<file path="src/hdl/ptt_pkg.sv">
`default_nettype none

package ptt_pkg;

    // Table size default
    localparam int NUM_TIMERS_DEF = 16;

    // Field widths
    localparam int ACT_W        = 2;
    localparam int ELAPSED_W    = 31;
    localparam int TIME_W       = 32;
    localparam int SLOT_FIELD_W = 4;
    localparam int KIND_W       = 2;

    // Action codes
    localparam logic [ACT_W-1:0] ACT_TICK   = 2'd0;
    localparam logic [ACT_W-1:0] ACT_ADD    = 2'd1;
    localparam logic [ACT_W-1:0] ACT_CANCEL = 2'd2;

    // Result kinds
    localparam logic [KIND_W-1:0] KIND_FIRED     = 2'd0;
    localparam logic [KIND_W-1:0] KIND_ADDED     = 2'd1;
    localparam logic [KIND_W-1:0] KIND_FULL      = 2'd2;
    localparam logic [KIND_W-1:0] KIND_CANCELLED = 2'd3;

endpackage

`default_nettype wire

</file>
<file path="src/hdl/ptt_cmd_if.sv">
`default_nettype none

interface ptt_cmd_if;
    logic                                valid;
    logic                                ready;
    logic [ptt_pkg::ACT_W-1:0]           action;
    logic [ptt_pkg::ELAPSED_W-1:0]       elapsed_ms;
    logic [ptt_pkg::TIME_W-1:0]          period_ms;
    logic [ptt_pkg::TIME_W-1:0]          initial_ms;
    logic [ptt_pkg::SLOT_FIELD_W-1:0]    slot;

    modport source (output valid, output action, output elapsed_ms, output period_ms,
                    output initial_ms, output slot, input ready);
    modport sink   (input valid, input action, input elapsed_ms, input period_ms,
                    input initial_ms, input slot, output ready);
endinterface

`default_nettype wire

</file>
<file path="src/hdl/ptt_evt_if.sv">
`default_nettype none

interface ptt_evt_if;
    logic                                valid;
    logic                                ready;
    logic [ptt_pkg::KIND_W-1:0]          kind;
    logic [ptt_pkg::SLOT_FIELD_W-1:0]    timer_slot;
    logic                                last;

    modport source (output valid, output kind, output timer_slot, output last, input ready);
    modport sink   (input valid, input kind, input timer_slot, input last, output ready);
endinterface

`default_nettype wire

</file>
<file path="src/hdl/ptt_ram.sv">
`default_nettype none

// Simple dual-port RAM, one write and one registered read per cycle.
module ptt_ram #(
    parameter int WIDTH = ptt_pkg::TIME_W,
    parameter int DEPTH = ptt_pkg::NUM_TIMERS_DEF
) (
    input  logic                                   clk,
    input  logic                                   we,
    input  logic [((DEPTH > 1) ? $clog2(DEPTH) : 1)-1:0] waddr,
    input  logic [WIDTH-1:0]                       wdata,
    input  logic [((DEPTH > 1) ? $clog2(DEPTH) : 1)-1:0] raddr,
    output logic [WIDTH-1:0]                       rdata
);

    logic [WIDTH-1:0] mem [DEPTH];
    logic [WIDTH-1:0] rdata_reg;

    always_ff @(posedge clk)
    begin
        if (we)
        begin
            mem[waddr] <= wdata;
        end
        rdata_reg <= mem[raddr];
    end

    assign rdata = rdata_reg;

endmodule

`default_nettype wire

</file>
<file path="src/hdl/periodic_timer_table_top.sv">
`default_nettype none
// Flow: an add/cancel result passes the RESP state into the output register and on to evt;
//   a tick walks the period/remaining RAM slot by slot, then its fired words leave the sorted
//   queue through the output register, one fired word per cycle while evt is not stalled.
// Commands: one at a time; a tick holds the block for its walk and fired words (the walk is
//   bounded by the single RAM read port); evt stalls lengthen both tick and add/cancel.
// Reset (rst_n, async, active low) clears active flags, fired queue and control; RAM is kept.

module periodic_timer_table_top #(
    parameter int NUM_TIMERS = ptt_pkg::NUM_TIMERS_DEF
) (
    input  logic        clk,
    input  logic        rst_n,
    ptt_cmd_if.sink     cmd,
    ptt_evt_if.source   evt
);

    localparam int SLOT_W  = (NUM_TIMERS > 1) ? $clog2(NUM_TIMERS) : 1;
    localparam int CNT_W   = $clog2(NUM_TIMERS + 1);
    localparam int TIME_W  = ptt_pkg::TIME_W;
    localparam int ENTRY_W = 2 * TIME_W;
    localparam int SF_W    = ptt_pkg::SLOT_FIELD_W;
    localparam int KIND_W  = ptt_pkg::KIND_W;

    // Sequencer states
    localparam logic [1:0] ST_IDLE = 2'd0;  // waiting for a command word
    localparam logic [1:0] ST_WALK = 2'd1;  // tick: read every slot, write back the active ones
    localparam logic [1:0] ST_POP  = 2'd2;  // tick: drain the sorted fired queue
    localparam logic [1:0] ST_RESP = 2'd3;  // add/cancel: hand over the single result

    logic [1:0]              state_reg, state_next;

    // Slot active flags live in flops so reset clears them at once.
    logic [NUM_TIMERS-1:0]   active_reg;

    // Tick walk bookkeeping
    logic [CNT_W-1:0]        idx_reg;
    logic                    chk_valid_reg;     // RAM data this cycle belongs to chk_idx_reg
    logic [SLOT_W-1:0]       chk_idx_reg;
    logic [ptt_pkg::ELAPSED_W-1:0] elapsed_reg;

    // Pending single result for add/cancel
    logic [KIND_W-1:0]       pend_kind_reg;
    logic [SF_W-1:0]         pend_slot_reg;

    // Output register
    logic                    out_valid_reg;
    logic [KIND_W-1:0]       out_kind_reg;
    logic [SF_W-1:0]         out_slot_reg;
    logic                    out_last_reg;

    // Fired queue: a row of cells kept sorted by remaining time before the tick.
    logic [NUM_TIMERS-1:0]   q_valid_reg, q_valid_next;
    logic [TIME_W-1:0]       q_key_reg  [NUM_TIMERS];
    logic [TIME_W-1:0]       q_key_next [NUM_TIMERS];
    logic [SLOT_W-1:0]       q_slot_reg  [NUM_TIMERS];
    logic [SLOT_W-1:0]       q_slot_next [NUM_TIMERS];
    logic [NUM_TIMERS-1:0]   q_gt;

    // RAM: {period, remaining} per slot
    logic                    ram_we;
    logic [SLOT_W-1:0]       ram_waddr;
    logic [ENTRY_W-1:0]      ram_wdata;
    logic [SLOT_W-1:0]       ram_raddr;
    logic [ENTRY_W-1:0]      ram_rdata;

    logic                    cmd_acc;
    logic                    free_found;
    logic [SLOT_W-1:0]       free_idx;
    logic                    cancel_hit;
    logic [TIME_W-1:0]       add_rem;
    logic                    rd_issue;
    logic                    chk_active;
    logic [TIME_W-1:0]       cur_rem;
    logic [TIME_W-1:0]       cur_per;
    logic [TIME_W-1:0]       elapsed_ext;
    logic                    cur_fired;
    logic [TIME_W-1:0]       new_rem;
    logic                    ins_en;
    logic                    pop_en;
    logic                    resp_load;
    logic                    evt_take;

    assign cmd_acc   = cmd.valid && cmd.ready;
    assign cmd.ready = (state_reg == ST_IDLE);
    assign evt_take  = out_valid_reg && evt.ready;

    // Lowest free slot
    always_comb
    begin
        free_found = 1'b0;
        free_idx   = '0;
        for (int i = NUM_TIMERS - 1; i >= 0; i--)
        begin
            if (!active_reg[i])
            begin
                free_found = 1'b1;
                free_idx   = SLOT_W'(i);
            end
        end
    end

    assign cancel_hit = (int'(cmd.slot) < NUM_TIMERS);
    assign add_rem    = (cmd.period_ms > cmd.initial_ms) ? cmd.period_ms : cmd.initial_ms;

    // Walk: issue a read per cycle, process the returned entry the cycle after.
    assign rd_issue    = (state_reg == ST_WALK) && (idx_reg != CNT_W'(NUM_TIMERS));
    assign ram_raddr   = idx_reg[SLOT_W-1:0];
    assign cur_rem     = ram_rdata[TIME_W-1:0];
    assign cur_per     = ram_rdata[ENTRY_W-1:TIME_W];
    assign elapsed_ext = TIME_W'(elapsed_reg);
    assign cur_fired   = (cur_rem <= elapsed_ext);
    assign new_rem     = cur_fired ? cur_per : (cur_rem - elapsed_ext);
    assign chk_active  = chk_valid_reg && active_reg[chk_idx_reg];
    assign ins_en      = chk_active && cur_fired;

    // RAM write: add installs a new entry, walk writes back the updated remaining time.
    always_comb
    begin
        ram_we    = 1'b0;
        ram_waddr = chk_idx_reg;
        ram_wdata = {cur_per, new_rem};
        if (cmd_acc && (cmd.action == ptt_pkg::ACT_ADD) && free_found)
        begin
            ram_we    = 1'b1;
            ram_waddr = free_idx;
            ram_wdata = {cmd.period_ms, add_rem};
        end
        else if (chk_active)
        begin
            ram_we = 1'b1;
        end
    end

    ptt_ram #(
        .WIDTH (ENTRY_W),
        .DEPTH (NUM_TIMERS)
    ) u_slot_ram (
        .clk   (clk),
        .we    (ram_we),
        .waddr (ram_waddr),
        .wdata (ram_wdata),
        .raddr (ram_raddr),
        .rdata (ram_rdata)
    );

    // Pop the queue head into the output register once the walk is done.
    assign pop_en    = (state_reg == ST_POP) && q_valid_reg[0] && (!out_valid_reg || evt.ready);
    assign resp_load = (state_reg == ST_RESP) && (!out_valid_reg || evt.ready);

    // Sorted insert: a new entry goes in front of the first cell with a strictly larger
    // key, so equal keys keep ascending slot order (slots are walked low to high).
    generate
        for (genvar i = 0; i < NUM_TIMERS; i++)
        begin : g_cell
            logic              prev_gt;
            logic              prev_valid;
            logic [TIME_W-1:0] prev_key;
            logic [SLOT_W-1:0] prev_slot;
            logic              up_valid;
            logic [TIME_W-1:0] up_key;
            logic [SLOT_W-1:0] up_slot;
            logic              place;

            assign q_gt[i] = q_valid_reg[i] && (q_key_reg[i] > cur_rem);

            if (i == 0)
            begin : g_first
                assign prev_gt    = 1'b0;
                assign prev_valid = 1'b1;
                assign prev_key   = cur_rem;
                assign prev_slot  = chk_idx_reg;
            end
            else
            begin : g_rest
                assign prev_gt    = q_gt[i-1];
                assign prev_valid = q_valid_reg[i-1];
                assign prev_key   = q_key_reg[i-1];
                assign prev_slot  = q_slot_reg[i-1];
            end

            if (i == NUM_TIMERS - 1)
            begin : g_top
                assign up_valid = 1'b0;
                assign up_key   = q_key_reg[i];
                assign up_slot  = q_slot_reg[i];
            end
            else
            begin : g_mid
                assign up_valid = q_valid_reg[i+1];
                assign up_key   = q_key_reg[i+1];
                assign up_slot  = q_slot_reg[i+1];
            end

            assign place = q_gt[i] || (!q_valid_reg[i] && prev_valid);

            always_comb
            begin
                q_valid_next[i] = q_valid_reg[i];
                q_key_next[i]   = q_key_reg[i];
                q_slot_next[i]  = q_slot_reg[i];
                if (ins_en && place)
                begin
                    q_valid_next[i] = 1'b1;
                    q_key_next[i]   = prev_gt ? prev_key  : cur_rem;
                    q_slot_next[i]  = prev_gt ? prev_slot : chk_idx_reg;
                end
                else if (pop_en)
                begin
                    q_valid_next[i] = up_valid;
                    q_key_next[i]   = up_key;
                    q_slot_next[i]  = up_slot;
                end
            end
        end
    endgenerate

    always_ff @(posedge clk)
    begin
        q_key_reg  <= q_key_next;
        q_slot_reg <= q_slot_next;
    end

    // Next state
    always_comb
    begin
        state_next = state_reg;
        case (state_reg)
            ST_IDLE:
            begin
                if (cmd_acc)
                begin
                    if (cmd.action == ptt_pkg::ACT_TICK)
                    begin
                        state_next = ST_WALK;
                    end
                    else if ((cmd.action == ptt_pkg::ACT_ADD) ||
                             (cmd.action == ptt_pkg::ACT_CANCEL))
                    begin
                        state_next = ST_RESP;
                    end
                end
            end
            ST_WALK:
            begin
                if (!rd_issue)
                begin
                    state_next = ST_POP;
                end
            end
            ST_POP:
            begin
                if (!q_valid_reg[0])
                begin
                    state_next = ST_IDLE;
                end
            end
            ST_RESP:
            begin
                if (resp_load)
                begin
                    state_next = ST_IDLE;
                end
            end
            default:
            begin
                state_next = ST_IDLE;
            end
        endcase
    end

    // Control registers
    always_ff @(posedge clk or negedge rst_n)
    begin
        if (!rst_n)
        begin
            state_reg     <= ST_IDLE;
            active_reg    <= '0;
            idx_reg       <= '0;
            chk_valid_reg <= 1'b0;
            q_valid_reg   <= '0;
            out_valid_reg <= 1'b0;
        end
        else
        begin
            state_reg     <= state_next;
            q_valid_reg   <= q_valid_next;
            chk_valid_reg <= rd_issue;

            if (cmd_acc)
            begin
                idx_reg <= '0;
            end
            else if (rd_issue)
            begin
                idx_reg <= idx_reg + 1'b1;
            end

            if (cmd_acc && (cmd.action == ptt_pkg::ACT_ADD) && free_found)
            begin
                active_reg[free_idx] <= 1'b1;
            end
            else if (cmd_acc && (cmd.action == ptt_pkg::ACT_CANCEL) && cancel_hit)
            begin
                active_reg[SLOT_W'(cmd.slot)] <= 1'b0;
            end

            if (pop_en || resp_load)
            begin
                out_valid_reg <= 1'b1;
            end
            else if (evt_take)
            begin
                out_valid_reg <= 1'b0;
            end
        end
    end

    // Payload registers
    always_ff @(posedge clk)
    begin
        chk_idx_reg <= ram_raddr;

        if (cmd_acc)
        begin
            elapsed_reg <= cmd.elapsed_ms;
            if (cmd.action == ptt_pkg::ACT_ADD)
            begin
                pend_kind_reg <= free_found ? ptt_pkg::KIND_ADDED : ptt_pkg::KIND_FULL;
                pend_slot_reg <= free_found ? SF_W'(free_idx) : '0;
            end
            else
            begin
                pend_kind_reg <= ptt_pkg::KIND_CANCELLED;
                pend_slot_reg <= cmd.slot;
            end
        end

        if (pop_en)
        begin
            out_kind_reg <= ptt_pkg::KIND_FIRED;
            out_slot_reg <= SF_W'(q_slot_reg[0]);
            out_last_reg <= ((q_valid_reg >> 1) == '0);
        end
        else if (resp_load)
        begin
            out_kind_reg <= pend_kind_reg;
            out_slot_reg <= pend_slot_reg;
            out_last_reg <= 1'b1;
        end
    end

    assign evt.valid      = out_valid_reg;
    assign evt.kind       = out_kind_reg;
    assign evt.timer_slot = out_slot_reg;
    assign evt.last       = out_last_reg;

`ifndef SYNTHESIS
    // Queue cells fill from the bottom with no holes.
    a_queue_packed: assert property (@(posedge clk) disable iff (!rst_n)
        ((q_valid_reg & (q_valid_reg + 1'b1)) == '0))
        else $error("fired queue has a hole");

    // Between commands the fired queue is empty.
    a_queue_empty_idle: assert property (@(posedge clk) disable iff (!rst_n)
        (state_reg == ST_IDLE) |-> (q_valid_reg == '0))
        else $error("fired queue not drained");

    // Walk data only arrives while walking.
    a_chk_in_walk: assert property (@(posedge clk) disable iff (!rst_n)
        chk_valid_reg |-> (state_reg == ST_WALK))
        else $error("RAM data returned outside the walk");

    // A tick word starts a walk from slot zero.
    a_tick_starts_walk: assert property (@(posedge clk) disable iff (!rst_n)
        (cmd_acc && (cmd.action == ptt_pkg::ACT_TICK)) |=>
            ((state_reg == ST_WALK) && (idx_reg == '0)))
        else $error("tick did not start a walk");

    // Queue inserts and pops never overlap.
    a_no_ins_pop: assert property (@(posedge clk) disable iff (!rst_n)
        !(ins_en && pop_en))
        else $error("insert and pop in the same cycle");
`endif

endmodule

`default_nettype wire
</file>
<file path="src/flat_wrapper.sv">
// flat-port wrapper written by rule: the top's interface ports become plain ports
module periodic_timer_table_top_flat 
#(
    parameter int NUM_TIMERS = ptt_pkg::NUM_TIMERS_DEF
)
  (clk, rst_n, cmd_valid, cmd_action, cmd_elapsed_ms, cmd_period_ms, cmd_initial_ms, cmd_slot, cmd_ready, evt_valid, evt_kind, evt_timer_slot, evt_last, evt_ready);
  ptt_cmd_if cmd_i ();
  ptt_evt_if evt_i ();
  input  logic clk;
  input  logic rst_n;
  input wire logic [$bits(cmd_i.valid)-1:0] cmd_valid;
  input wire logic [$bits(cmd_i.action)-1:0] cmd_action;
  input wire logic [$bits(cmd_i.elapsed_ms)-1:0] cmd_elapsed_ms;
  input wire logic [$bits(cmd_i.period_ms)-1:0] cmd_period_ms;
  input wire logic [$bits(cmd_i.initial_ms)-1:0] cmd_initial_ms;
  input wire logic [$bits(cmd_i.slot)-1:0] cmd_slot;
  output wire logic [$bits(cmd_i.ready)-1:0] cmd_ready;
  output wire logic [$bits(evt_i.valid)-1:0] evt_valid;
  output wire logic [$bits(evt_i.kind)-1:0] evt_kind;
  output wire logic [$bits(evt_i.timer_slot)-1:0] evt_timer_slot;
  output wire logic [$bits(evt_i.last)-1:0] evt_last;
  input wire logic [$bits(evt_i.ready)-1:0] evt_ready;
  assign cmd_i.valid = cmd_valid;
  assign cmd_i.action = cmd_action;
  assign cmd_i.elapsed_ms = cmd_elapsed_ms;
  assign cmd_i.period_ms = cmd_period_ms;
  assign cmd_i.initial_ms = cmd_initial_ms;
  assign cmd_i.slot = cmd_slot;
  assign cmd_ready = cmd_i.ready;
  assign evt_valid = evt_i.valid;
  assign evt_kind = evt_i.kind;
  assign evt_timer_slot = evt_i.timer_slot;
  assign evt_last = evt_i.last;
  assign evt_i.ready = evt_ready;
  periodic_timer_table_top #(.NUM_TIMERS(NUM_TIMERS)) u_core (.clk(clk), .rst_n(rst_n), .cmd(cmd_i), .evt(evt_i));
endmodule
</file>
<file path="config.mk">
export PLATFORM = sky130hd
export DESIGN_NAME = periodic_timer_table_top_flat
export DESIGN_NICKNAME = d
export VERILOG_FILES = /design/src/hdl/ptt_pkg.sv /design/src/hdl/ptt_cmd_if.sv /design/src/hdl/ptt_evt_if.sv /design/src/hdl/ptt_ram.sv /design/src/hdl/periodic_timer_table_top.sv /design/src/flat_wrapper.sv
export SDC_FILE = /design/constraint.sdc
export NUM_CORES = 2
export LEC_CHECK = 0
export ABC_AREA = 1
export BUFFER_PORTS_ARGS = -buffer_cell sky130_fd_sc_hd__buf_4
export CAP_MARGIN = 20
export CORE_MARGIN = 3
export CORE_UTILIZATION = 48
export CTS_BUF_LIST = sky130_fd_sc_hd__clkbuf_2 sky130_fd_sc_hd__clkbuf_4 sky130_fd_sc_hd__clkbuf_8
export CTS_CLUSTER_DIAMETER = 150
export DETAILED_ROUTE_END_ITERATION = 8
export GPL_TIMING_DRIVEN = 0
export HOLD_SLACK_MARGIN = 0.06
export PLACE_DENSITY_LB_ADDON = 0.05
export SKIP_CTS_REPAIR_TIMING = 1
export SYNTH_ARGS = -nofsm -noshare
export SYNTH_HDL_FRONTEND = slang
export SYNTH_HIERARCHICAL = 1
export SYNTH_SLANG_ARGS = --single-unit
</file>
<file path="constraint.sdc">
create_clock -name clk -period 6 [get_ports clk]
set_input_delay 0.3 -clock clk [delete_from_list [all_inputs] [get_ports clk]]
set_output_delay 0.3 -clock clk [all_outputs]
set_load 0.01 [all_outputs]
</file>
Word level (Yosys, flattened, before mapping)
Memory sizes are Yosys's and may differ from the RTL's. A register that Yosys moved wholly into a read port is not among the register bits.
Index checks and enable logic that the tools add are counted.
{ "totals": {"reg_bits": 665, "latch_bits": 0, "mem_bits_rw": 1024, "romBits": 0, "in_bits": 105, "wordCells": 408, "mem_count": 1} }
{ "mem_list": {"columns": ["memory", "words", "width", "rd", "rd_clocked_by_memory_dff", "write_ports", "line_no", "text"], "rows": [
  ["u_core.u_slot_ram.mem", 16, 64, 1, 1, 1, "ptt_ram.sv:16", "logic [WIDTH-1:0] mem [DEPTH];"]
]} }
{ "classes": {"add_sub_neg": 2, "mul": 0, "div": 0, "order_cmp": 23, "n_eq_ne": 11, "shifts": 0, "n_mux": 188, "bitwise": 3, "reduce_logical": 120} }
{ "ops": {"columns": ["op", "n"], "rows": [
  ["32-bit 2-to-1 mux", 47],
  ["32-bit greater-than comparator", 17],
  ["4-bit 2-to-1 mux", 66],
  ["64-bit 2-to-1 mux", 1],
  ["1-bit logical AND", 60],
  ["1-bit 2-to-1 mux", 59],
  ["2-bit nonzero test", 20],
  ["32-bit by 31-bit <= comparator with 1-bit output", 1],
  ["16-bit 2-to-1 mux", 2],
  ["32-bit by 31-bit subtractor with 32-bit output", 1],
  ["1-bit logical OR", 19],
  ["1-bit zero test", 17],
  ["16-bit bitwise AND", 1],
  ["16-bit zero test", 1],
  ["16-bit inverter", 1],
  ["16-bit OR", 1],
  ["4-bit by 5-bit less-than comparator with 1-bit output, second input constant", 3],
  ["2-bit 2-to-1 mux", 7],
  ["5-bit 2-to-1 mux", 2],
  ["1-bit demux with 4-bit select", 2],
  ["4-bit by 1-bit greater-or-equal comparator with 1-bit output, second input constant", 2],
  ["2-bit one-hot mux with 4 select lines", 1],
  ["2-bit equality test, second input constant", 3],
  ["2-bit != test, second input constant", 3],
  ["8 further kinds", 10]
]} }

Logic depth before layout (Yosys ltp)
{ "depth": {"depth_word": 22, "ltp_mapped": 20} }

Cells and area by module
The synthesis kept the hierarchy.
{ "modules_own_cells": {"columns": ["module", "n_inst", "cells_each", "area_per_inst_um2"], "rows": [
  ["periodic_timer_table_top", 1, 6858, 51091.5],
  ["ptt_ram", 1, 4210, 45285.9]
]} }

Worst setup path after synthesis
Ideal clock, no wire load.
{ "synth_path": {"kind": "register to register", "from": "register u_core.active_reg[2]", "to": "memory u_core/u_slot_ram/mem[4][0] (netlist bit) (enable)", "setup_time_ps": 487, "t_arrival_ps": 4704, "required_ps": 5513, "slack_ps": 810, "path_stages_with_launch": 15, "synth_period_minus_slack_ps": 5190, "cell_sequence": "dfrtp_1 clkbuf_1 nand2_1 nor2_1 inv_2 nor2_1 nand2_1 nand2_1 nor2_1 buf_2 clkbuf_1 nand2_1 o21ai_0 nand3b_1 nor2_1"} }
{ "synth_rtl": {"columns": ["item", "line_no", "text"], "rows": [
  ["start, declared", "periodic_timer_table_top.sv:34", "logic [NUM_TIMERS-1:0] active_reg;"],
  ["start signal, assigned", "periodic_timer_table_top.sv:278", "active_reg <= '0;"],
  ["start signal, assigned by index", "periodic_timer_table_top.sv:301", "active_reg[free_idx] <= 1'b1;"],
  ["start signal, assigned by index", "periodic_timer_table_top.sv:305", "active_reg[SLOT_W'(cmd.slot)] <= 1'b0;"],
  ["1-bit 2-to-1 mux (3 in a row)", "periodic_timer_table_top.sv:95", "if (!active_reg[i])"],
  ["1-bit logical AND", "periodic_timer_table_top.sv:123", "if (cmd_acc && (cmd.action == ptt_pkg::ACT_ADD) && free_found)"],
  ["4-bit 2-to-1 mux *", "periodic_timer_table_top.sv:123", null],
  ["named net u_core.ram_waddr[3]", "periodic_timer_table_top.sv:62", "logic [SLOT_W-1:0] ram_waddr;"],
  ["end, declared", "ptt_ram.sv:16", null]
]} }
Mark *: on every way through the listed nets, which the timed path passes. The rest lies on a longest branch. The select of a mux whose other input is x is not followed.

Worst setup path in the final report
{ "layout_path": {"from": "register u_core.u_slot_ram.rdata_reg[0], in the netlist u_core/u_slot_ram/rdata[0] (read register of u_core.u_slot_ram.mem)", "to": "memory u_core/u_slot_ram/mem[8][29] (netlist bit) (data pin)"} }
{ "layout_between": {"elab_chain_len": 3} }
{ "layout_rtl": {"columns": ["item", "line_no", "text"], "rows": [
  ["start, declared", "ptt_ram.sv:17", "logic [WIDTH-1:0] rdata_reg;"],
  ["32-bit by 31-bit subtractor with 32-bit output / 32-bit by 31-bit <= comparator with 1-bit output (equally long branches)", "periodic_timer_table_top.sv:113, periodic_timer_table_top.sv:112", null],
  ["32-bit 2-to-1 mux *", "periodic_timer_table_top.sv:113", "assign new_rem = cur_fired ? cur_per : (cur_rem - elapsed_ext);"],
  ["64-bit 2-to-1 mux *", "periodic_timer_table_top.sv:123", null],
  ["named net u_core.ram_wdata[29]", "periodic_timer_table_top.sv:63", "logic [ENTRY_W-1:0] ram_wdata;"]
]} }
Mark *: on every way through the listed nets, which the timed path passes. The rest lies on a longest branch.

==> impl_metrics.csv <==
group,metric,value,unit
sta,hold_viol_final,0,
synth,synth_cells,11068,
outcome,failed_checks,"setup timing",
global_route,grt_pass1_vias,78023,
sta,fin_crit,6.006,ns
synth,yosysUniqueCellTypes,55,
setup_path,critPathTopFamily,"buffers and inverters",
clock_tree,root_buffer,"clkbuf_8",
synth,yosysWarnings,6,
placed_design,dp_slack,-0.6839,ns
outcome,run_status,"finished, violations left",
min_path,holdPathEnd,"u_core/elapsed_reg[27]",
synth,syn_area,96380,um2
synth,ys.flop_type,"edfxtp_1",
setup_path,crit_chain,"buf_16 > clkbuf_1 > clkbuf_2 > inv_1 > ha_1 > fa_1 > o21ai_2 > a21oi_2 > o21ai_2 > nand2_1 > nand2_1 > nand2_1 > clkbuf_1 > a21oi_1 > o21ai_0 > nand2_1",
clock_tree,cts_max_level,5,
global_route,antenna_found_initial,8,
cells_and_area,final_cell_count_no_fill,14629,
sta,fin_crit_sh,1.001,
detailed_routing,via_per_inst,5.543,
sta,grt_setup_unrepaired,"no",
synth,async_flop_share,0.02339,
min_path,hold_start,"cmd_elapsed_ms[27]",
power,vdd_drop_max,0.4887,mV
floorplanning,core-area,198400,um2
detailed_routing,drc,0,
setup_path,ff2ff_path_depth,16,
global_route,grt_pass1_wl,532000,um
floorplanning,start_util,0.4857,
placed_design,place_inst,13941,
floorplanning,die_x,454.1,um
clock_tree,clock_sinks,1753,
cells_and_area,drive_above_1_share,0.09645,
flow_run,max_cap_violations,0,
detailed_routing,ant_nets,0,
placed_design,dpl.hpwl,285500,um
cells_and_area,nFillCells,18118,
setup_path,worstPathMaxFanout,16,
placed_design,portBuffers,113,
setup_path,worst_setup_path_start_kind,"flop",
floorplanning,dieHeight,454.1,um
cells_and_area,area_growth,14.61,%
detailed_routing,routed_wl,378500,um
setup_path,criticalPathCategory,"reg2reg",
setup_path,cp-end-kind,"flop",
power,leakagePower,50.57,nW
cells_and_area,final_nets,12429,
clock_tree,clock_path_buffers,4,
power,p_per_area,569.6,nW/um2
synth,ys_ff_latch,1753,
detailed_routing,drt_iter0_markers,8416,
detailed_routing,vias,81083,
setup_path,worstReg2RegStart,"u_core/u_slot_ram/rdata[0]",
cells_and_area,final_cell_mix,"nand2_1 (4371), edfxtp_1 (1642), nand3_1 (1283)",
global_route,grt_max_degree,42,
setup_path,required,6.73,ns
synth,syn-num-nets,11754,
setup_path,cpMostUsedCell,"nand2_1",
setup_path,critPathArrivalTime,6.74,ns
setup_path,critPathBufInv,5,
cells_and_area,largest_register,"u_core/u_slot_ram/mem",
setup_path,path_depth,16,
sta,tightest_slew,1.216,ns
global_route,overflow,0,
sta,slew_violations,0,
clock_tree,path_clk_slew,0.06,ns
sta,setup_viol,5,
sta,relSlewSlack,0.1893,
placed_design,finalWeightedCongestion,0.9988,
min_path,min_path_cells,2,
setup_path,cpPeakStageDelay,0.64,ns
synth,synth_edf_count,1642,
detailed_routing,drtPass1Iterations,6,
clock_tree,clkLatencyLatePin,1.08,ns
min_path,hold_path.class,"in2reg",
sta,timing.fmax,166.5,MHz
sta,final.setup.worst_slack,-0.006132,ns
detailed_routing,wl_per_cell,25.87,um
floorplanning,num_io_pins,114,
sta,setup_tns,-0.02821,ns
sta,clock_skew,0.1083,ns
setup_path,reg2reg_to,"u_core/u_slot_ram/mem[8][29]",
sta,hold_ws,0.1230,ns
cells_and_area,final_cell_area,110500,um2
cells_and_area,largest_reg_flops,1024,
placed_design,placed_cell_area,102900,um2
synth,syn_area_per_cell,8.708,um2
floorplanning,die_area,206200,um2
floorplanning,rows,163,
clock_tree,tritoncts,"yes",
global_route,track_usage,0.3593,
setup_path,crit_slowest_cell,"dfxtp_2",
cells_and_area,final_common_cell,"nand2_1",
clock_tree,numCtsBuffers,331,
synth,yosysSeqAreaShare,0.5368,
setup_path,r2r_setup_slack,-0.006,ns
cells in the mapped netlist, types with 3 or more instances:
| cell | count | area [um2] |
|---|---|---|
| nand3b_1 | 12 | 90.09 |
| clkbuf_1 | 172 | 645.6 |
| buf_2 | 221 | 1106 |
| clkinv_1 | 5 | 18.77 |
| nand2_4 | 3 | 33.78 |
| xnor2_1 | 7 | 61.31 |
| nor4_1 | 16 | 100.1 |
| inv_1 | 1171 | 4395 |
| o21ai_1 | 43 | 215.2 |
| inv_4 | 3 | 18.77 |
| inv_2 | 15 | 56.30 |
| edfxtp_1 | 1642 | 49310 |
| o211ai_1 | 38 | 285.3 |
| o31ai_1 | 6 | 45.04 |
| a21boi_0 | 4 | 30.03 |
| dfxtp_1 | 70 | 1401 |
| o21a_1 | 21 | 157.7 |
| o21bai_1 | 10 | 75.07 |
| o21ai_0 | 322 | 1612 |
| a211oi_1 | 7 | 52.55 |
| a21oi_4 | 4 | 65.06 |
| buf_4 | 34 | 255.2 |
| ha_1 | 580 | 7257 |
| buf_6 | 66 | 743.2 |
| nor3_1 | 32 | 160.2 |
| xor2_1 | 14 | 122.6 |
| dfrtp_1 | 41 | 1026 |
| a21oi_1 | 400 | 2002 |
| a31oi_1 | 11 | 68.82 |
| and3_1 | 3 | 18.77 |
| a21o_1 | 16 | 120.1 |
| nand3_1 | 1283 | 6421 |
| nand2_1 | 4388 | 16470 |
| nand4_1 | 97 | 606.8 |
| nor2_1 | 240 | 900.9 |
| buf_1 | 46 | 172.7 |
worst reg2reg max path, stage by stage, from the launching register on:
cell and delay, ns:
dfxtp_2 0.64, buf_16 0.21, clkbuf_1 0.65, clkbuf_2 0.57
inv_1 0.21, ha_1 0.26, fa_1 0.42, o21ai_2 0.28
a21oi_2 0.14, o21ai_2 0.19, nand2_1 0.14, nand2_1 0.08
nand2_1 0.39, clkbuf_1 0.46, a21oi_1 0.24, o21ai_0 0.18
nand2_1 0.63
per-stage QoR:
| step | total power [mW] | utilization |
|---|---|---|
| after global routing | 66.35 | 0.5566 |
| final | 62.91 | 0.5566 |
| after global placement | 49.26 | 0.5066 |
| after floorplan | 37.31 | - |
| after detailed placement | 50.79 | 0.5188 |
| after CTS | 62.37 | 0.5507 |
final cells by class:
| class | count | area, um2 | area share |
|---|---|---|---|
| Sequential cell | 1753 | 51740 | 0.4684 |
| Multi-Input combinational cell | 7579 | 37400 | 0.3386 |
| Clock buffer | 479 | 5829 | 0.05278 |
| Inverter | 1195 | 4498 | 0.04072 |
| Timing Repair Buffer | 342 | 4217 | 0.03817 |
| Tap cell | 2640 | 3303 | 0.02990 |
| Buffer | 541 | 2955 | 0.02676 |
| Clock inverter | 96 | 511.7 | 0.004633 |
| Antenna cell | 4 | 10.01 | 0.00009062 |
worst max path at each step:
| stage | startpoint | to | slack [ns] |
|---|---|---|---|
| floorplan | u_core/active_reg[2] | u_core/u_slot_ram/mem[4][0] | 0.81 |
| global placement | cmd_action[1] | u_core/u_slot_ram/mem[9][9] | -4.65 |
| detailed placement | u_core/u_slot_ram/rdata[0] | u_core/u_slot_ram/mem[9][27] | -0.68 |
| CTS | u_core/u_slot_ram/rdata[0] | u_core/u_slot_ram/mem[9][27] | -0.69 |
| global route | u_core/u_slot_ram/rdata[5] | u_core/g_cell[7].up_key[0] | 0.01 |
| finish | u_core/u_slot_ram/rdata[0] | u_core/u_slot_ram/mem[8][29] | -0.006 |
per-layer routing:
layer / vias to the layer above / routed length, um / track usage
li1: 38036 / - / -
met1: 37954 / 138400 / 0.4239
met2: 3970 / 174200 / 0.5813
met3: 1123 / 28840 / 0.05380
met4: 0 / 37070 / 0.2985
met5: - / 0 / 0
where the power goes:
| part | internal (mW) | switching [mW] | leakage (nW) |
|---|---|---|---|
| sequential | 18.3 | 1.96 | 15.9 |
| clock | 6.33 | 5.17 | 3.38 |
| combinational | 8.52 | 22.6 | 31.2 |
| total | 33.2 | 29.7 | 50.6 |
logic make-up after synthesis:
kind of cell / after synthesis / synth area share
AOI/OAI and AO/OA: 895 / 0.05037
xor gates and xnor gates: 21 / 0.001908
adders and majority gates: 581 / 0.07551
buffers and inverters: 1736 / 0.07731
DFF: 1753 / 0.5368
and+or+nand+nor: 6082 / 0.2581
No activity file was read; power rests on OpenSTA's default activity.
